File: src/design/cgs_pkg.sv
// Shared types, constants and fixed-point helpers for the conjugate gradient solver.
package cgs_pkg;

    localparam int VW        = 48;
    localparam int FRAC      = 32;
    localparam int PW        = 2 * VW;
    localparam int QW        = VW + FRAC;
    localparam int SIZE_W    = 5;
    localparam int TOL_W     = 33;
    localparam int LIM_W     = 16;
    localparam int IDX_W     = 4;
    localparam int ST_W      = 2;
    localparam int CFG_W     = 33;
    localparam int CFG_IDX_W = 2;

    localparam logic signed [VW-1:0] VMAX = {1'b0, {(VW-1){1'b1}}};
    localparam logic signed [VW-1:0] VMIN = {1'b1, {(VW-1){1'b0}}};

    localparam logic [CFG_IDX_W-1:0] CFG_SIZE  = 2'd0;
    localparam logic [CFG_IDX_W-1:0] CFG_TOL   = 2'd1;
    localparam logic [CFG_IDX_W-1:0] CFG_LIMIT = 2'd2;

    localparam logic [SIZE_W-1:0] SIZE_RST  = 5'd16;
    localparam logic [TOL_W-1:0]  TOL_RST   = 33'd429;
    localparam logic [LIM_W-1:0]  LIMIT_RST = 16'd1000;

    localparam logic [ST_W-1:0] ST_CONVERGED = 2'd0;
    localparam logic [ST_W-1:0] ST_LIMIT     = 2'd1;
    localparam logic [ST_W-1:0] ST_BREAKDOWN = 2'd2;

    typedef struct packed {
        logic signed [VW-1:0] value;
        logic                 last_of_problem;
    } t_in_item;

    typedef struct packed {
        logic signed [VW-1:0] solution_value;
        logic [IDX_W-1:0]     element_index;
        logic                 last;
        logic [ST_W-1:0]      status;
        logic [LIM_W-1:0]     iterations;
    } t_out_item;

    typedef struct packed {
        logic signed [VW-1:0] x;
        logic signed [VW-1:0] r;
        logic signed [VW-1:0] p;
        logic signed [VW-1:0] q;
    } t_cell_data;

    typedef struct packed {
        logic en_x;
        logic en_r;
        logic en_p;
        logic en_q;
        logic clr_x;
        logic copy_p;
    } t_cell_ctrl;

    function automatic logic [VW-1:0] mag(input logic signed [VW-1:0] a);
        return a[VW-1] ? (VW'(0) - $unsigned(a)) : $unsigned(a);
    endfunction

    // Clamp a magnitude to the signed range and apply the sign.
    function automatic logic signed [VW-1:0] from_mag(input logic neg,
                                                      input logic [PW-1:0] m);
        logic [PW-1:0] lim;
        logic [VW-1:0] mm;
        lim = neg ? (PW'(1) << (VW-1)) : ((PW'(1) << (VW-1)) - PW'(1));
        mm  = (m > lim) ? lim[VW-1:0] : m[VW-1:0];
        return neg ? $signed(VW'(0) - mm) : $signed(mm);
    endfunction

    function automatic logic signed [VW-1:0] sat_add(input logic signed [VW-1:0] a,
                                                     input logic signed [VW-1:0] b);
        logic signed [VW:0] s;
        s = {a[VW-1], a} + {b[VW-1], b};
        if (s[VW] != s[VW-1]) return s[VW] ? VMIN : VMAX;
        return s[VW-1:0];
    endfunction

    function automatic logic signed [VW-1:0] sat_sub(input logic signed [VW-1:0] a,
                                                     input logic signed [VW-1:0] b);
        logic signed [VW:0] s;
        s = {a[VW-1], a} - {b[VW-1], b};
        if (s[VW] != s[VW-1]) return s[VW] ? VMIN : VMAX;
        return s[VW-1:0];
    endfunction

    function automatic logic signed [VW-1:0] sat_abs(input logic signed [VW-1:0] a);
        if (a == VMIN) return VMAX;
        if (a[VW-1]) return -a;
        return a;
    endfunction

endpackage

File: src/design/cgs_div.sv
// Radix-2 restoring divider: floor(|a| * 2^32 / |b|), signed and saturated.
module cgs_div (
    input  logic                          i_clk,
    input  logic                          i_rst_n,
    input  logic                          i_start,
    input  logic signed [cgs_pkg::VW-1:0] i_num,
    input  logic signed [cgs_pkg::VW-1:0] i_den,
    output logic                          o_done,
    output logic signed [cgs_pkg::VW-1:0] o_quot
);
    import cgs_pkg::*;

    localparam int CNTW = $clog2(QW);

    logic              r_busy, r_fin;
    logic [CNTW-1:0]   r_cnt;
    logic              r_neg;
    logic [VW-1:0]     r_d, r_rem;
    logic [QW-1:0]     r_dvd, r_q;
    logic [VW:0]       w_rem_sh, w_diff;
    logic              w_ge;

    assign w_rem_sh = {r_rem, r_dvd[QW-1]};
    assign w_diff   = w_rem_sh - {1'b0, r_d};
    assign w_ge     = w_rem_sh >= {1'b0, r_d};

    always_ff @(posedge i_clk) begin
        if (!i_rst_n) begin
            r_busy <= 1'b0;
            r_fin  <= 1'b0;
            o_done <= 1'b0;
            r_cnt  <= '0;
        end else begin
            o_done <= r_fin;
            r_fin  <= 1'b0;
            if (i_start) begin
                r_busy <= 1'b1;
                r_cnt  <= '0;
            end else if (r_busy) begin
                r_cnt <= r_cnt + 1'b1;
                if (r_cnt == CNTW'(QW - 1)) begin
                    r_busy <= 1'b0;
                    r_fin  <= 1'b1;
                end
            end
        end
    end

    always_ff @(posedge i_clk) begin
        if (i_start) begin
            r_neg <= i_num[VW-1] ^ i_den[VW-1];
            r_d   <= mag(i_den);
            r_dvd <= {mag(i_num), {FRAC{1'b0}}};
            r_rem <= '0;
            r_q   <= '0;
        end else if (r_busy) begin
            r_rem <= w_ge ? w_diff[VW-1:0] : w_rem_sh[VW-1:0];
            r_q   <= {r_q[QW-2:0], w_ge};
            r_dvd <= r_dvd << 1;
        end
        if (r_fin) begin
            o_quot <= from_mag(r_neg, PW'(r_q));
        end
    end
endmodule

File: config.mk
export PLATFORM = sky130hd
export DESIGN_NAME = cgs_div
export DESIGN_NICKNAME = d
export VERILOG_FILES = /design/src/design/cgs_pkg.sv /design/src/design/cgs_div.sv
export SDC_FILE = /design/constraint.sdc
export NUM_CORES = 1
export LEC_CHECK = 0
export BUFFER_PORTS_ARGS = -buffer_cell sky130_fd_sc_hd__buf_2
export CAP_MARGIN = 15
export CELL_PAD_IN_SITES_DETAIL_PLACEMENT = 0
export CELL_PAD_IN_SITES_GLOBAL_PLACEMENT = 2
export CORE_UTILIZATION = 41
export DETAILED_ROUTE_END_ITERATION = 10
export GPL_TIMING_DRIVEN = 0
export PLACE_DENSITY = 0.87
export SYNTH_ARGS = -nofsm -noshare
export SYNTH_HDL_FRONTEND = slang
export SYNTH_SLANG_ARGS = --single-unit
File: constraint.sdc
create_clock -name i_clk -period 9.06 [get_ports i_clk]
set_input_delay 1.359 -clock i_clk [delete_from_list [all_inputs] [get_ports i_clk]]
set_output_delay 1.359 -clock i_clk [all_outputs]
set_load 0.005 [all_outputs]
==> flow_summary.json, run 1 <==
{
  "rsz0062_at_grt": "no",
  "cts_made_buffers": 34,
  "layout-drive-gt1-share": 0.1195,
  "vias": 15260,
  "vias_per_cell": 5.526,
  "cp_max_fo": 20,
  "clock_skew_ns": 0.02435,
  "wl_met2_um": 23780,
  "synth_seq_cells": 283,
  "arrival_ns": 7.95,
  "synthDistinctLibCells": 90,
  "cp_top_family": "buffers and inverters",
  "cts_tree": "yes",
  "slew_viol_final": 0,
  "critPathKind": "reg -> reg",
  "synth_edf_count": 145,
  "drc": 0,
  "critPathBufInv": 9,
  "fmax_mhz": 132.4,
  "die_x_um": 210.4,
  "critPathRequiredTime_ns": 9.46,
  "overflow": 0,
  "highest_layer": "met4",
  "setup_viol": 0,
  "ys_seq_area_frac": 0.3998,
  "antenna_found_initial": 0,
  "hp-class": "reg -> reg",
  "post-route-util": 0.4839,
  "cts_resized": 0,
  "crit_top_cell": "buf_4",
  "dp_hpwl_um": 38480,
  "h-tree-depth": 2,
  "hold_viol_final": 0,
  "fin_crit_sh": 0.8335,
  "grt_usage": 0.2284,
  "die_h_um": 210.4,
  "post_layout_nonfiller_instances": 2762,
  "cts_sinks": 283,
  "postRouteAntennaNets": 0,
  "wl_um": 50470,
  "io_pins": 148,
  "portBuffers": 145,
  "yosys_warnings": 0,
  "area_growth_pct": 15.29,
  "grt_max_degree": 51,
  "path_clk_slew_ns": 0.06,
  "met3_wirelength_um": 2127,
  "dr.pass1.iters": 5,
  "slowest_stage": "edfxtp_1",
  "cts_hold_buf": 0,
  "fillers": 4210,
  "status": "finished, final reports clean",
  "num_antenna_cells": 0,
  "max_stage_delay_ns": 0.68,
  "setup_tns_ns": 0,
  "drv_cap": 0,
  "num_rows": 75,
  "drt-initial-drc-count": 883,
  "fin_nets": 2360,
  "cp-start-kind": "register",
  "synth_nets": 2175,
  "syn-mean-instance-area_um2": 9.014,
  "max-slew-margin-rel": 0.2680,
  "core_area_um2": 42420,
  "fin_crit_ns": 7.551,
  "wl_met1_um": 23530,
  "clock_path_buffers": 3,
  "wl_per_cell_um": 18.27,
  "synth_ff_type": "edfxtp_1",
  "final_cell_mix": "256 x nor2_1, 189 x a21oi_1, 158 x buf_2",
  "post_cts_buffers": 0,
  "dp_cells": 2701,
  "leakage_uw": 0.008466,
  "worst_slew_pin_slew_ns": 1.098,
  "power_density_nw_per_um2": 175.2,
  "die_area_um2": 44260,
  "irDropWorstVdd_mv": 0.1492,
  "gp_congestion": 0.9086,
  "clk_latency_ns": 0.54,
  "layout_commonest_cell": "nor2_1",
  "grt_pass1_wl_um": 80580,
  "syn-cell-area_um2": 17800,
  "crit_path_end_kind": "register",
  "ctsRootBufferMaster": "clkbuf_16",
  "initial_core_util": 0.4197,
  "synth_cells": 1975,
  "async_reset_ff_frac": 0,
  "grt_pass1_vias": 14750
}
==> stage by stage <==
| stage | setup WS, ns | hold slack [ns] | area (um2) | total power (uW) |
|---|---|---|---|---|
| floorplan | 2.915 | 0.4582 | 17800 | 1973 |
| global placement | 0.5853 | 0.4677 | 19250 | 2182 |
| detailed placement | 1.473 | 0.4842 | 19360 | 2194 |
| CTS | 1.445 | 0.4925 | 20520 | 3633 |
| global route | 1.079 | 0.5140 | 20520 | 3769 |
| finish | 1.509 | 0.4974 | 20520 | 3595 |
==> worst min-delay path, delay by kind of cell, from the launching register on <==
family	cells	cell delay, ns
DFF	1	0.32
and+or+nand+nor	1	0.07
AOI/OAI and AO/OA	1	0.06
==> state kept, by name, indices dropped and copies added (netlist names) <==
signal  cells
r_cnt       7
r_q        80
r_dvd      48
r_rem      48
o_done      1
r_neg       1
r_d        48
r_busy      1
o_quot     48
r_fin       1
==> final timing paths <==
| path | from | to | slack (ns) | depth (start not counted) |
|---|---|---|---|---|
| worst max-delay path | r_neg | o_quot[40] | 1.51 | 25 |
| worst max register to register | r_neg | o_quot[40] | 1.51 | 25 |
| worst min register to register | r_rem[36] | r_rem[36] | 0.50 | 2 |
| worst min-delay path | r_rem[36] | r_rem[36] | 0.50 | 2 |
==> kinds of logic after synthesis <==
kind of cell,count (synthesis),synth area share
adder cells (fa/ha/maj),101,0.07141
AND/OR/NAND/NOR,636,0.1723
AO/OA/AOI/OAI,530,0.1913
buffers and inverters,189,0.04210
multiplexers,94,0.05327
flip-flops,283,0.3998
XOR/XNOR,142,0.06986
==> synth_stat cells (5+ instances only) <==
cell type	n	area, um2
buf_2	13	65.06
nor4_1	26	162.7
dfxtp_1	138	2763
or4_1	18	135.1
nand3_1	26	130.1
o22a_1	7	61.31
buf_1	14	52.55
o311ai_0	9	78.83
o21bai_1	6	45.04
inv_1	87	326.6
ha_1	100	1251
a221oi_1	5	43.79
or3_1	21	131.4
o41ai_1	16	140.1
and3_1	6	37.54
nor2_1	256	960.9
nand2b_1	22	137.6
a21oi_1	189	945.9
mux2_2	6	67.56
nand3b_1	5	37.54
nand2_1	142	533.0
o21a_1	13	97.59
nand4_1	33	206.5
a211oi_1	43	322.8
or2_2	7	43.79
xor2_1	77	674.4
o31ai_1	29	217.7
a21o_1	35	262.8
o211ai_1	12	90.09
o211a_1	9	90.09
xnor2_1	65	569.3
a31oi_1	9	56.30
mux2i_1	88	880.8
nor3_1	26	130.1
o21ai_0	91	455.4
edfxtp_1	145	4354
nor2b_1	10	62.56
clkbuf_1	69	259.0
a32oi_1	6	52.55
a21boi_0	6	45.04
==> power by group <==
group / switching, uW / internal, uW
combinational: 440 / 269
sequential: 36.3 / 1430
clock: 537 / 883
total: 1010 / 2580
==> layout make-up <==
cell class | count | area [um2] | area share
inverter | 87 | 326.6 | 0.01591
clock inverter | 11 | 165.2 | 0.008047
timing repair buffer | 149 | 828.3 | 0.04036
sequential | 283 | 7118 | 0.3468
buffer | 102 | 422.9 | 0.02061
clock buffer | 50 | 1002 | 0.04883
tap | 577 | 721.9 | 0.03518
multi-input combinational | 1503 | 9938 | 0.4842
==> routing by layer <==
metal / up-vias / track usage
met5: - / 0
met4: 0 / 0.06572
met3: 66 / 0.02488
met2: 372 / 0.3818
met1: 7209 / 0.3113
li1: 7616 / -
Power figures use the tool's default switching activity.
==> run 2, diff against run 1 <==
--- a/config.mk
+++ b/config.mk
@@ -9,10 +9,10 @@
 export CAP_MARGIN = 15
 export CELL_PAD_IN_SITES_DETAIL_PLACEMENT = 0
 export CELL_PAD_IN_SITES_GLOBAL_PLACEMENT = 2
-export CORE_UTILIZATION = 41
+export CORE_UTILIZATION = 38
 export DETAILED_ROUTE_END_ITERATION = 10
 export GPL_TIMING_DRIVEN = 0
-export PLACE_DENSITY = 0.87
+export PLACE_DENSITY = 0.82
 export SYNTH_ARGS = -nofsm -noshare
 export SYNTH_HDL_FRONTEND = slang
 export SYNTH_SLANG_ARGS = --single-unit
==> constraint.sdc (replaced) <==
create_clock -name i_clk -period 7.41 [get_ports i_clk]
set_input_delay 1.1115 -clock i_clk [delete_from_list [all_inputs] [get_ports i_clk]]
set_output_delay 1.1115 -clock i_clk [all_outputs]
set_load 0.005 [all_outputs]
==> run 2 against run 1 <==
Effect of this change: wire length is 2.1% higher; worst setup slack worse by 1.3 ns; die area is 7.8% higher; final area hardly changed; combinational power is 23% higher.
==> flow_summary.json, run 2 (synthesis results as in run 1) <==
{
  "status": "finished, final reports clean",
  "setup_viol": 0,
  "fmax_mhz": 139.7,
  "die_h_um": 218.4,
  "cp-start-kind": "register",
  "largest_register_ffs": 80,
  "core_area_um2": 45770,
  "rr_worst_depth": 25,
  "slowest_stage": "edfxtp_1",
  "regMostFlops": "r_q",
  "grt_max_degree": 51,
  "path_clk_slew_ns": 0.06,
  "initial_core_util": 0.3889,
  "max_stage_delay_ns": 0.56,
  "drt-initial-drc-count": 863,
  "wl_um": 51510,
  "worstHoldEndpoint": "r_cnt[6]",
  "max-slew-margin-rel": 0.2745,
  "cp_top_family": "simple AND/OR/NAND/NOR gates",
  "cts_made_buffers": 34,
  "setup_tns_ns": 0,
  "critPathBufInv": 9,
  "met3_wirelength_um": 1982,
  "critPathKind": "reg -> reg",
  "wl_per_cell_um": 18.49,
  "wl_met1_um": 24380,
  "critPathRequiredTime_ns": 7.81,
  "antenna_found_initial": 0,
  "hold_viol_final": 0,
  "highest_layer": "met4",
  "grt_pass1_vias": 14730,
  "fin_nets": 2361,
  "ctsRootBufferMaster": "clkbuf_16",
  "portBuffers": 145,
  "postRouteAntennaNets": 0,
  "rr_startpoint": "r_neg",
  "layout_commonest_cell": "nor2_1",
  "vias_per_cell": 5.458,
  "dr.pass1.iters": 5,
  "rsz0062_at_grt": "no",
  "cp_max_fo": 16,
  "cts_tree": "yes",
  "layout-drive-gt1-share": 0.1212,
  "io_pins": 148,
  "num_rows": 78,
  "r2r_slack_ns": 0.25,
  "clock_skew_ns": 0.02042,
  "cts_sinks": 283,
  "clk_latency_ns": 0.54,
  "hold_path_depth": 2,
  "stdcell_area_um2": 20540,
  "placed_cell_area_um2": 19380,
  "power_density_nw_per_um2": 213.3,
  "area_growth_pct": 15.38,
  "hp-class": "reg -> reg",
  "arrival_ns": 7.56,
  "num_antenna_cells": 0,
  "clock_path_buffers": 3,
  "leakage_uw": 0.008469,
  "crit_top_cell": "buf_4",
  "vias": 15210,
  "wl_met2_um": 24020,
  "fin_crit_ns": 7.159,
  "worstReg2RegEnd": "o_quot[40]",
  "total_power_uw": 4381,
  "drv_cap": 0,
  "die_x_um": 218.4,
  "hold_start": "r_cnt[6]",
  "drc": 0,
  "cp-startpoint": "r_neg",
  "crit_path_end_kind": "register",
  "die_area_um2": 47720,
  "overflow": 0,
  "fin_crit_sh": 0.9661,
  "final_cell_mix": "256 x nor2_1, 189 x a21oi_1, 158 x buf_2",
  "slew_viol_final": 0,
  "grt_usage": 0.2157,
  "h-tree-depth": 2,
  "worst_slew_pin_slew_ns": 1.088,
  "irDropWorstVdd_mv": 0.1405,
  "cts_hold_buf": 0,
  "gp_congestion": 0.8813,
  "dp_hpwl_um": 39210,
  "grt_pass1_wl_um": 81370
}
-- run 2: cell count changes in the layout (fill, tap and decap cells not counted), moves of 2 or more --
cell,before,now
clkbuf_1,77,71
clkbuf_8,7,5
clkinv_1,1,3
clkinv_2,3,5
clkinv_4,1,3
-- run 2: final cells by class --
class                           instances  area, um2
Timing Repair Buffer                  150      828.3
Fill cell                            4567      25230
Clock inverter                         17      172.7
Multi-Input combinational cell       1503       9938
Tap cell                              600      750.7
Buffer                                102      424.2
Clock buffer                           44      980.9
Inverter                               87      326.6
Sequential cell                       283       7118
-- run 2: worst max path at each step --
stage,end,slack [ns],cells after the start
floorplan,o_quot[44],1.26,22
global placement,o_quot[40],-1.07,24
detailed placement,o_quot[32],-0.24,25
CTS,o_quot[32],0.31,25
global route,o_quot[32],0.02,25
finish,o_quot[40],0.25,25
-- run 2: worst min-delay path, cell delays in order, from the launching register on --
cell	delay [ns]
dfxtp_1	0.32
o21ai_0	0.07
a21oi_1	0.06
-- run 2: metrics by stage --
stage / util / instances / worst slack [ns] / hold slack [ns]
after floorplan: - / 1975 / 1.265 / 0.4582
after global placement: 0.4212 / 2720 / -1.072 / 0.4694
after detailed placement: 0.4234 / 2724 / -0.2449 / 0.4858
after CTS: 0.4487 / 2786 / 0.3111 / 0.4952
after global routing: 0.4487 / 2786 / 0.02018 / 0.5128
final: 0.4487 / 2786 / 0.2512 / 0.4891
-- run 2: per-layer routing --
layer | global-route usage | vias to the layer above
li1 | - | 7609
met1 | 0.2912 | 7210
met2 | 0.3598 | 311
met3 | 0.02951 | 75
met4 | 0.05641 | 0
met5 | 0 | -
-- run 2: power breakdown --
group / internal, uW / switching, uW
Sequential: 1750 / 44.4
Clock: 1040 / 675
Combinational: 330 / 542
-- run 2: what timing repair did --
action                                  4_1_cts  5_1_grt
gates resized for setup                       1        0
endpoints found under the setup margin       10        0
setup buffers                                 1        0
