===== src/design/cgs_pkg.sv =====
// Shared types, constants and fixed-point helpers for the conjugate gradient solver.
package cgs_pkg;

    localparam int VW        = 48;
    localparam int FRAC      = 32;
    localparam int PW        = 2 * VW;
    localparam int QW        = VW + FRAC;
    localparam int SIZE_W    = 5;
    localparam int TOL_W     = 33;
    localparam int LIM_W     = 16;
    localparam int IDX_W     = 4;
    localparam int ST_W      = 2;
    localparam int CFG_W     = 33;
    localparam int CFG_IDX_W = 2;

    localparam logic signed [VW-1:0] VMAX = {1'b0, {(VW-1){1'b1}}};
    localparam logic signed [VW-1:0] VMIN = {1'b1, {(VW-1){1'b0}}};

    localparam logic [CFG_IDX_W-1:0] CFG_SIZE  = 2'd0;
    localparam logic [CFG_IDX_W-1:0] CFG_TOL   = 2'd1;
    localparam logic [CFG_IDX_W-1:0] CFG_LIMIT = 2'd2;

    localparam logic [SIZE_W-1:0] SIZE_RST  = 5'd16;
    localparam logic [TOL_W-1:0]  TOL_RST   = 33'd429;
    localparam logic [LIM_W-1:0]  LIMIT_RST = 16'd1000;

    localparam logic [ST_W-1:0] ST_CONVERGED = 2'd0;
    localparam logic [ST_W-1:0] ST_LIMIT     = 2'd1;
    localparam logic [ST_W-1:0] ST_BREAKDOWN = 2'd2;

    typedef struct packed {
        logic signed [VW-1:0] value;
        logic                 last_of_problem;
    } t_in_item;

    typedef struct packed {
        logic signed [VW-1:0] solution_value;
        logic [IDX_W-1:0]     element_index;
        logic                 last;
        logic [ST_W-1:0]      status;
        logic [LIM_W-1:0]     iterations;
    } t_out_item;

    typedef struct packed {
        logic signed [VW-1:0] x;
        logic signed [VW-1:0] r;
        logic signed [VW-1:0] p;
        logic signed [VW-1:0] q;
    } t_cell_data;

    typedef struct packed {
        logic en_x;
        logic en_r;
        logic en_p;
        logic en_q;
        logic clr_x;
        logic copy_p;
    } t_cell_ctrl;

    function automatic logic [VW-1:0] mag(input logic signed [VW-1:0] a);
        return a[VW-1] ? (VW'(0) - $unsigned(a)) : $unsigned(a);
    endfunction

    // Clamp a magnitude to the signed range and apply the sign.
    function automatic logic signed [VW-1:0] from_mag(input logic neg,
                                                      input logic [PW-1:0] m);
        logic [PW-1:0] lim;
        logic [VW-1:0] mm;
        lim = neg ? (PW'(1) << (VW-1)) : ((PW'(1) << (VW-1)) - PW'(1));
        mm  = (m > lim) ? lim[VW-1:0] : m[VW-1:0];
        return neg ? $signed(VW'(0) - mm) : $signed(mm);
    endfunction

    function automatic logic signed [VW-1:0] sat_add(input logic signed [VW-1:0] a,
                                                     input logic signed [VW-1:0] b);
        logic signed [VW:0] s;
        s = {a[VW-1], a} + {b[VW-1], b};
        if (s[VW] != s[VW-1]) return s[VW] ? VMIN : VMAX;
        return s[VW-1:0];
    endfunction

    function automatic logic signed [VW-1:0] sat_sub(input logic signed [VW-1:0] a,
                                                     input logic signed [VW-1:0] b);
        logic signed [VW:0] s;
        s = {a[VW-1], a} - {b[VW-1], b};
        if (s[VW] != s[VW-1]) return s[VW] ? VMIN : VMAX;
        return s[VW-1:0];
    endfunction

    function automatic logic signed [VW-1:0] sat_abs(input logic signed [VW-1:0] a);
        if (a == VMIN) return VMAX;
        if (a[VW-1]) return -a;
        return a;
    endfunction

endpackage


===== src/design/cgs_cell.sv =====
// One element of the x, r, p and Ap vectors; shifts toward the head of the chain.
module cgs_cell (
    input  logic                   i_clk,
    input  cgs_pkg::t_cell_ctrl    i_ctrl,
    input  cgs_pkg::t_cell_data    i_next,
    input  cgs_pkg::t_cell_data    i_feed,
    input  logic                   i_tail,
    input  logic                   i_load,
    input  logic signed [cgs_pkg::VW-1:0] i_load_val,
    output cgs_pkg::t_cell_data    o_data
);
    import cgs_pkg::*;

    t_cell_data w_src;

    // The tail cell takes the value the sequencer feeds in.
    assign w_src = i_tail ? i_feed : i_next;

    always_ff @(posedge i_clk) begin
        if (i_ctrl.clr_x) begin
            o_data.x <= '0;
        end else if (i_ctrl.en_x) begin
            o_data.x <= w_src.x;
        end
        if (i_load) begin
            o_data.r <= i_load_val;
        end else if (i_ctrl.en_r) begin
            o_data.r <= w_src.r;
        end
        if (i_ctrl.copy_p) begin
            o_data.p <= o_data.r;
        end else if (i_ctrl.en_p) begin
            o_data.p <= w_src.p;
        end
        if (i_ctrl.en_q) begin
            o_data.q <= w_src.q;
        end
    end
endmodule


===== config.mk =====
export PLATFORM = sky130hd
export DESIGN_NAME = cgs_cell
export DESIGN_NICKNAME = d
export VERILOG_FILES = /design/src/design/cgs_pkg.sv /design/src/design/cgs_cell.sv
export SDC_FILE = /design/constraint.sdc
export NUM_CORES = 1
export LEC_CHECK = 0
export BUFFER_PORTS_ARGS = -buffer_cell sky130_fd_sc_hd__buf_2
export CAP_MARGIN = 5
export CELL_PAD_IN_SITES_DETAIL_PLACEMENT = 2
export CELL_PAD_IN_SITES_GLOBAL_PLACEMENT = 2
export CORE_AREA = 2 2 245 247
export DETAILED_ROUTE_END_ITERATION = 10
export DIE_AREA = 0 0 247 249
export HOLD_SLACK_MARGIN = 0.15
export PLACE_DENSITY_LB_ADDON = 0.1
export SYNTH_ARGS = -nofsm -noshare
export SYNTH_HDL_FRONTEND = slang
export SYNTH_SLANG_ARGS = --single-unit

===== constraint.sdc =====
create_clock -name i_clk -period 4.9 [get_ports i_clk]
set_input_delay 0.49 -clock i_clk [delete_from_list [all_inputs] [get_ports i_clk]]
set_output_delay 0.49 -clock i_clk [all_outputs]
set_load 0.1 [all_outputs]

==> impl_metrics.tcl, run 1 <==
set metrics [dict create \
    outcome "complete, no violations" \
    die_area_sq_mm 0.0615 \
    io_pins 633 \
    fin_total_pwr_mw 5.43 \
    synth-seq-cells 192 \
    cp.required_ns 5.13 \
    area_growth_pct 49.4 \
    syn-num-nets 1175 \
    final_cell_mix "buf_2, mux2i_1, edfxtp_1" \
    grt_usage 0.144 \
    fin_nets 1780 \
    largest_reg_flops 192 \
    die_height_microns 249 \
    clockBufferDepth 2 \
    grtUsageMet1 0.148 \
    critical_path.max_fanout 81 \
    maxCapViolCount 0 \
    largest-register "o_data" \
    first_pass_iters 4 \
    tritoncts "built" \
    finalSetupViolCount 0 \
    detail-route-antenna-nets 0 \
    r2r_end "o_data[54]" \
    avgSynthCellArea_sq_um 12.4 \
    drtIter0Drc 211 \
    min_to "o_data[98]" \
    drive_above_1_share 0.537 \
    nFillCells 6686 \
    cp.buffers_inverters 3 \
    r2r-start "o_data[102]" \
    netlist_instances 734 \
    report.final.slew_viol_count 0 \
    overflow 0 \
    cts_buffers 17 \
    powerDensity_mw_per_mm2 400 \
    grtUsageMet2 0.248 \
    rsz0062_at_grt "no" \
    drc_errors 0 \
    hold_viol 0 \
    worst-setup-path-type "in -> reg" \
    finClkSkew_ns 0.0130 \
    cts_setup_buffers 0 \
    synth_cell_types 16 \
    slowest_stage "buf_8" \
    rr_worst_depth 2 \
    hp-class "in -> reg" \
    cts.sinks 192 \
    peakVddDrop_uv 262 \
    fin_crit_sh 0.402 \
    initial_core_util 0.155 \
    reg.largest.list "o_data x192" \
    holdPathStages 3 \
    vias 8278 \
    grt_pass1_vias 8972 \
    synth_seq_area_share 0.582 \
    setup.worst_path.start_class "input port" \
    use_met3 0.0834 \
    critical_path.top_delay_family "buffers and inverters" \
    ys.warnings.count 0 \
    avgRoutedWirePerCell_microns 21.3 \
    top_usage_layer "met2" \
    max_stage_delay_ns 0.57 \
    cpMostUsedCell "buf_4" \
    slew_headroom 0.326 \
    worst_pin_slew_ns 1.01 \
    fmaxAchievable_mhz 507 \
    cts_resized 0 \
    timing.hold.ws_ns 0.295 \
    wl_mm 45.5 \
    worstPathArrival_ns 2.20 \
    hold_start "i_load_val[2]" \
    row_count 89 \
    crit_chain "buf_8 > buf_4 > buf_4 > mux2_2" \
    rrSetupSlack_ns 3.92 \
    dp_hpwl_mm 36.8 \
    min_period_ns 1.97 \
    grt_pass1_wl_mm 62.5 \
    fin_tns_setup_ns 0 \
    insertion_delay_ns 0.48 \
    leakage_nw 6.31 \
    syn_area_sq_mm 0.00908 \
    grt_max_degree 82 \
    clk_pin_slew_ns 0.07 \
    dieWidth_microns 247 \
    hold_buffers 0 \
    final_common_cell "buf_2" \
    endpoint_kind "register" \
    gp_congestion 0.760 \
    core_sq_mm 0.0587 \
    io_buffers 632 \
    htreeDepth 4 \
    antenna_found_initial 28 \
    cts_root_buf "clkbuf_16" \
    routed_via_density 3.87 \
]
-- worst max path at each step --
stage	slack, ns	to	depth (start not counted)	startpoint
after global placement	2.40	o_data[17]	4	i_tail
after CTS	2.89	o_data[60]	1	o_data[60]
after floorplan	3.00	o_data[100]	3	i_load
after global routing	2.85	o_data[17]	4	i_tail
after detailed placement	2.36	o_data[41]	4	i_tail
final	2.93	o_data[17]	4	i_tail
-- where the power goes --
group | switching (mW) | total, mW | internal, mW
Sequential | 0.0641 | 2.00 | 1.94
Clock | 0.703 | 1.52 | 0.813
Combinational | 1.55 | 1.91 | 0.361
Total | 2.32 | 5.43 | 3.11
-- metal layers --
layer,routed length [microns],share of wire,up-vias
met1,17000,0.37,3883
met4,699,0.015,30
met2,22100,0.48,369
met3,5540,0.12,60
li1,-,-,3936
met5,185,0.0041,-
-- area by class of cell --
type	count	area, sq um	area share
sequential	192	5290	0.390
multi-input combinational	482	3380	0.249
timing repair buffer	646	3290	0.243
tap	773	967	0.0713
clock buffer	23	522	0.0385
clock inverter	9	93.8	0.00692
antenna	12	30.0	0.00221
-- cell usage after synthesis --
| cell | number | area, sq um |
|---|---|---|
| a211oi_1 | 48 | 360 |
| buf_1 | 2 | 7.51 |
| buf_12 | 4 | 80.1 |
| buf_2 | 11 | 55.1 |
| buf_4 | 6 | 45.0 |
| buf_6 | 11 | 124 |
| buf_8 | 1 | 15.0 |
| clkbuf_1 | 25 | 93.8 |
| dfxtp_1 | 48 | 961 |
| edfxtp_1 | 144 | 4320 |
| mux2_2 | 48 | 541 |
| mux2i_1 | 144 | 1440 |
| nand2_1 | 96 | 360 |
| nor2_1 | 48 | 180 |
| o21ai_0 | 96 | 480 |
| or2_2 | 2 | 12.5 |
-- worst reg2reg max path, cell delays in order (launching register included) --
cell	delay, ns
edfxtp_1	0.48
nand2_1	0.11
o21ai_0	0.11
-- cells by family after synthesis --
| kind of cell | Yosys count | synth area share |
|---|---|---|
| AND/OR/NAND/NOR | 146 | 0.0609 |
| flip-flops | 192 | 0.582 |
| buffers and inverters | 60 | 0.0463 |
| AO/OA/AOI/OAI | 144 | 0.0926 |
| multiplexers | 192 | 0.218 |
-- through the flow --
step / std cells / util / setup slack [ns] / instance area [sq um]
floorplan: 734 / - / 3.00 / 9080
global placement: 2093 / 0.220 / 2.40 / 12900
detailed placement: 2093 / 0.220 / 2.36 / 12900
CTS: 2125 / 0.231 / 2.89 / 13500
global route: 2129 / 0.231 / 2.85 / 13500
finish: 2137 / 0.231 / 2.93 / 13600
Note: power is estimated with default switching activity, not from simulation.
==> inputs of run 2 (changes only) <==
Settings changed: ABC_AREA set to 1, CORE_AREA 2 2 245 247 to 2 2 246 248, DIE_AREA 0 0 247 249 to 0 0 248 250.
Clock period 4.9 ns to 2 ns, I/O delays scaled along.
==> run 2 against run 1 <==
  * Global-route usage is 4.9 points higher
  * Largest cell class is now non-clock buffers
  * Total power rose to 2.7 times the previous value
  * Critical endpoint is now o_data[141]
  * Utilization up 8.3 points
  * Cell area increased by 38%
  * Non-clock buffer count up 389
  * Setup slack lost 2.6 ns
  * Critical path depth is 2 higher
==> impl_metrics.tcl, run 2 <==
set metrics [dict create \
    outcome "complete, no violations" \
    core_sq_mm 0.0596 \
    hold_viol 0 \
    worst-setup-path-type "in -> reg" \
    synth_seq_area_share 0.518 \
    synth_cell_types 12 \
    p_seq_frac 0.337 \
    final_common_cell "nand2_1" \
    synth_top_cell_by_area "edfxtp_1" \
    final_cell_mix "nand2_1, buf_2, dlygate4sd3_1" \
    max_stage_delay_ns 0.71 \
    combPwrFrac 0.393 \
    ys.warnings.count 0 \
    finClkSkew_ns 0.00599 \
    synth_top_area_share 0.424 \
    peakVddDrop_uv 670 \
    worst_pin_slew_ns 0.981 \
    nFillCells 7110 \
    overflow 0 \
    reg.largest.list "o_data x192" \
    grtUsageMet2 0.365 \
    net-switching-power_mw 6.27 \
    min_period_ns 1.69 \
    row_count 90 \
    drive_above_1_share 0.284 \
    finalSetupViolCount 0 \
    routed_via_density 4.06 \
    vias 13000 \
    slew_headroom 0.345 \
    ys_dominant_reg_cell "edfxtp_1" \
    dp_hpwl_mm 43.5 \
    worstPathArrival_ns 2.05 \
    cts.sinks 192 \
    synthArstFlopShare 0 \
    die_height_microns 250 \
    clk_pin_slew_ns 0.09 \
    clockBufferDepth 2 \
    rsz0062_at_grt "no" \
    p_int_mw 8.26 \
    powerDensity_mw_per_mm2 776 \
    grt_pass1_wl_mm 88.2 \
    grt_usage 0.193 \
    maxCapViolCount 0 \
    endpoint_kind "register" \
    drtIter0Drc 441 \
    antenna_found_initial 23 \
    crit_chain "buf_2 > inv_2 > buf_4 > nand3_1 > nand2_1 > dlygate4sd3_1" \
    grtUsageMet1 0.198 \
    fin_nets 2844 \
    syn_area_sq_mm 0.0102 \
    drc_errors 0 \
    largest_reg_flops 192 \
    avgSynthCellArea_sq_um 7.14 \
    leakage_nw 10.0 \
    largest-register "o_data" \
    htreeDepth 4 \
    cts_buffers 17 \
    synth-seq-cells 192 \
    io_buffers 632 \
    setup_ws_ns 0.307 \
    die_area_sq_mm 0.0620 \
    netlist_instances 1429 \
    hp-class "in -> reg" \
    report.final.slew_viol_count 0 \
    critical_path.max_fanout 39 \
    grt_pass1_vias 14700 \
    cts_setup_buffers 0 \
    io_pins 633 \
    slowest_stage "inv_2" \
    insertion_delay_ns 0.49 \
    synth_edf_count 144 \
    tritoncts "built" \
    synth_area_leaders "edfxtp_1, nand2_1, dfxtp_1, inv_1, nand3_1" \
    p_sw_frac 0.432 \
    cts_root_buf "clkbuf_16" \
    dieWidth_microns 248 \
    avgRoutedWirePerCell_microns 18.7 \
    synth.most_common_cell "nand2_1" \
    detail-route-antenna-nets 0 \
    wl_mm 59.9 \
    power_frac_clock 0.270 \
    setup.worst_path.start_class "input port" \
    cp.required_ns 2.36 \
    fmaxAchievable_mhz 591 \
    netlist_top_cells_count "nand2_1, inv_1, edfxtp_1, nand3_1, nor2_1" \
    place_ws_ns 0.270 \
    top_usage_layer "met2" \
    gp_congestion 0.798 \
    grt_max_degree 106 \
    fin_tns_setup_ns 0 \
    area_growth_pct 83.4 \
    use_met3 0.0659 \
    syn-num-nets 1870 \
    initial_core_util 0.171 \
    first_pass_iters 4 \
    fin_crit_sh 0.847 \
]
[run 2: cell types whose count changed after synthesis, moves of 9 or more]
cell,change
a211oi_1,-48
buf_2,+45
buf_6,-11
clkbuf_1,-9
inv_1,+242
mux2_2,-48
mux2i_1,-144
nand2_1,+576
nand3_1,+144
nor2_1,+48
o21ai_0,-96
[run 2: stage by stage]
step / total power [mW] / area (sq um) / cells / util / hold slack [ns]
floorplan: 8.65 / 10200 / 1429 / - / 0.312
global placement: 9.98 / 14200 / 2782 / 0.239 / 0.462
detailed placement: 10.0 / 14200 / 2782 / 0.239 / 0.472
CTS: 14.8 / 18700 / 3198 / 0.314 / 0.155
global route: 15.2 / 18700 / 3204 / 0.314 / 0.190
finish: 14.5 / 18700 / 3205 / 0.314 / 0.203
[run 2: power by group through the flow]
stage	sequential (mW)	combinational, mW	clock (mW)
6_report	4.90	5.71	3.92
2_1_floorplan	7.85	0.798	0
3_3_place_gp	4.99	5.00	0
4_1_cts	4.91	5.76	4.12
5_1_grt	4.95	6.03	4.22
3_5_place_dp	5.00	5.03	0
[run 2: cells by family (layout without fill, tap and decap cells)]
logic type	Yosys count	after routing	synth area share
other	0	7	0
buffers and inverters	323	1310	0.128
DFF	192	192	0.518
and+or+nand+nor	914	914	0.354
[run 2: final cells by class]
cell class / instances / area [sq um] / area share
repair buffers: 1035 / 7280 / 0.389
diodes: 7 / 17.5 / 0.000936
multi-input cells: 914 / 3620 / 0.193
flip-flops and latches: 192 / 5290 / 0.282
clock buffers: 18 / 429 / 0.0229
clock inverters: 14 / 196 / 0.0105
well taps: 782 / 978 / 0.0523
inverters: 243 / 917 / 0.0490
[run 2: metal layers]
layer  vias to the layer above  share of wire
met2                       339           0.54
met3                        73          0.071
met4                        28          0.018
li1                       6236              -
met1                      6332           0.37
met5                         -         0.0030
[run 2: what timing repair did]
action                     CTS  global route
setup endpoints to repair    0             0
hold endpoints to repair   192             0
hold buffers               384             0
resized for setup            0             0
[run 2: worst max-delay path, delay by kind of cell]
family | cells | cell delay (ns)
buf+inv | 4 | 1.66
simple gates | 2 | 0.18
[run 2: path summary, 6_finish.rpt]
check	from	endpoint	slack (ns)	cells after the start
worst max-delay path	i_load	o_data[141]	0.31	6
worst max register to register	o_data[128]	o_data[80]	1.17	2
worst min register to register	o_data[97]	o_data[49]	0.55	2
worst min-delay path	i_ctrl[2]	o_data[15]	0.20	1
==> inputs of run 3 (changes only) <==
Clock period 2 ns to 1.6 ns, I/O delays scaled along.
==> run 3 against run 2 <==
  * Non-clock buffer count grew 8
  * Worst hold slack got worse by 0.024 ns
  * Utilization is 0.090 points higher
  * Total power grew 23%
  * Largest cell class unchanged
==> impl_metrics.tcl, run 3 (same netlist as run 2, synthesis figures left out) <==
set metrics [dict create \
    outcome "complete, no violations" \
    holdPathStages 5 \
    routed_via_density 4.03 \
    worstPathArrival_ns 1.37 \
    worst-setup-path-type "reg -> out" \
    min_period_ns 1.53 \
    cp.buffers_inverters 1 \
    grt_usage 0.193 \
    htreeDepth 4 \
    grt_pass1_vias 14600 \
    slowest_stage "buf_2" \
    io_buffers 632 \
    drc_errors 0 \
    min_to "o_data[99]" \
    worst_pin_slew_ns 0.627 \
    critical_path.max_fanout 2 \
    drtIter0Drc 361 \
    insertion_delay_ns 0.50 \
    reg.largest.list "o_data x192" \
    report.final.slew_viol_count 0 \
    critPathLaunch "o_data[138]" \
    peakVddDrop_uv 936 \
    fin_nets 2852 \
    cts_buffers 17 \
    row_count 90 \
    hold_viol 0 \
    antenna_found_initial 16 \
    wl_mm 60.1 \
    rrSetupSlack_ns 0.73 \
    cts.sinks 192 \
    cts_root_buf "clkbuf_16" \
    die_area_sq_mm 0.0620 \
    gp_congestion 0.801 \
    dieWidth_microns 248 \
    dp_hpwl_mm 43.7 \
    rr_worst_depth 2 \
    fmaxAchievable_mhz 653 \
    drive_above_1_share 0.285 \
    rsz0062_at_grt "no" \
    die_height_microns 250 \
    slew_headroom 0.582 \
    first_pass_iters 4 \
    crit_chain "buf_2" \
    clk_pin_slew_ns 0.08 \
    leakage_nw 10.1 \
    detail-route-antenna-nets 0 \
    r2r-start "o_data[137]" \
    fin_util 0.315 \
    max_stage_delay_ns 0.49 \
    initial_core_util 0.171 \
    io_pins 633 \
    avgRoutedWirePerCell_microns 18.7 \
    cp.required_ns 1.44 \
    fin_tns_setup_ns 0 \
    endpoint_kind "output port" \
    nFillCells 7011 \
    critical_path.top_delay_family "buffers and inverters" \
    clockBufferDepth 2 \
    vias 13000 \
    final_common_cell "nand2_1" \
    maxCapViolCount 0 \
    tritoncts "built" \
    r2r_end "o_data[89]" \
    grt_pass1_wl_mm 88.6 \
    finClkSkew_ns 0.0123 \
    area_growth_pct 83.9 \
    powerDensity_mw_per_mm2 948 \
    grt_max_degree 77 \
    hp-class "in -> reg" \
    overflow 0 \
    largest_reg_flops 192 \
    setup.worst_path.start_class "register" \
    fin_crit_sh 0.957 \
    largest-register "o_data" \
    finalSetupViolCount 0 \
    hold_start "i_next[99]" \
    final_cell_mix "nand2_1, buf_2, dlygate4sd3_1" \
    core_sq_mm 0.0596 \
    cts_setup_buffers 0 \
]
run 3: changes by cell type in the layout (fill, tap and decap cells not counted), sizes merged:
cell / before / now
clkinvlp: 2 / 0
inv: 249 / 250
clkbuf: 18 / 23
bufinv: 3 / 0
clkinv: 3 / 2
buf: 651 / 657
dlygate4sd3: 384 / 386
run 3: layout make-up:
class                   instances  area, sq um  share of cell area
multi-input cells             914         3620               0.193
diodes                          7         17.5            0.000933
flip-flops and latches        192         5290               0.282
inverters                     243          917              0.0489
clock inverters                 9         51.3             0.00273
well taps                     782          978              0.0521
clock buffers                  23          520              0.0277
repair buffers               1043         7390               0.394
run 3: worst max path at each step:
stage                   to  slack, ns  cells past startpoint
5_1_grt        o_data[138]       0.01                      1
6_report       o_data[138]       0.07                      1
3_3_place_gp    o_data[85]       0.26                      5
3_5_place_dp    o_data[59]       0.22                      5
4_1_cts         o_data[33]      0.007                      1
2_1_floorplan  o_data[100]       0.10                      3
run 3: metal layers:
layer  vias up  GRT usage  share of wire
met5         -          0         0.0021
met4        18     0.0563          0.020
met3        63     0.0615          0.071
met2       348      0.358           0.53
met1      6281      0.207           0.38
li1       6248          -              -
run 3: timing repair:
item / in CTS / in global routing
hold buffers: 386 / 0
hold endpoints to repair: 210 / 0
resized for setup: 2 / 0
setup endpoints to repair: 2 / 0
run 3: stage by stage:
| step | instances | instance area (sq um) | hold slack, ns | power, mW | setup slack (ns) |
|---|---|---|---|---|---|
| final | 3213 | 18800 | 0.179 | 17.8 | 0.0691 |
| after CTS | 3206 | 18800 | 0.162 | 18.1 | 0.00736 |
| after global routing | 3210 | 18800 | 0.216 | 18.7 | 0.0142 |
| after floorplan | 1429 | 10200 | 0.272 | 10.8 | 0.100 |
| after detailed placement | 2788 | 14300 | 0.431 | 12.6 | 0.217 |
| after global placement | 2788 | 14300 | 0.423 | 12.5 | 0.256 |
run 3: worst reg2reg max path, cell delays in order (launching register included):
cell and delay [ns]:
edfxtp_1 0.44, nand2_1 0.13, nand2_1 0.06
run 3: power breakdown:
part           total (mW)  switching, mW  internal, mW
combinational        7.18           5.28          1.90
clock                4.50           2.21          2.29
sequential           6.13          0.201          5.93
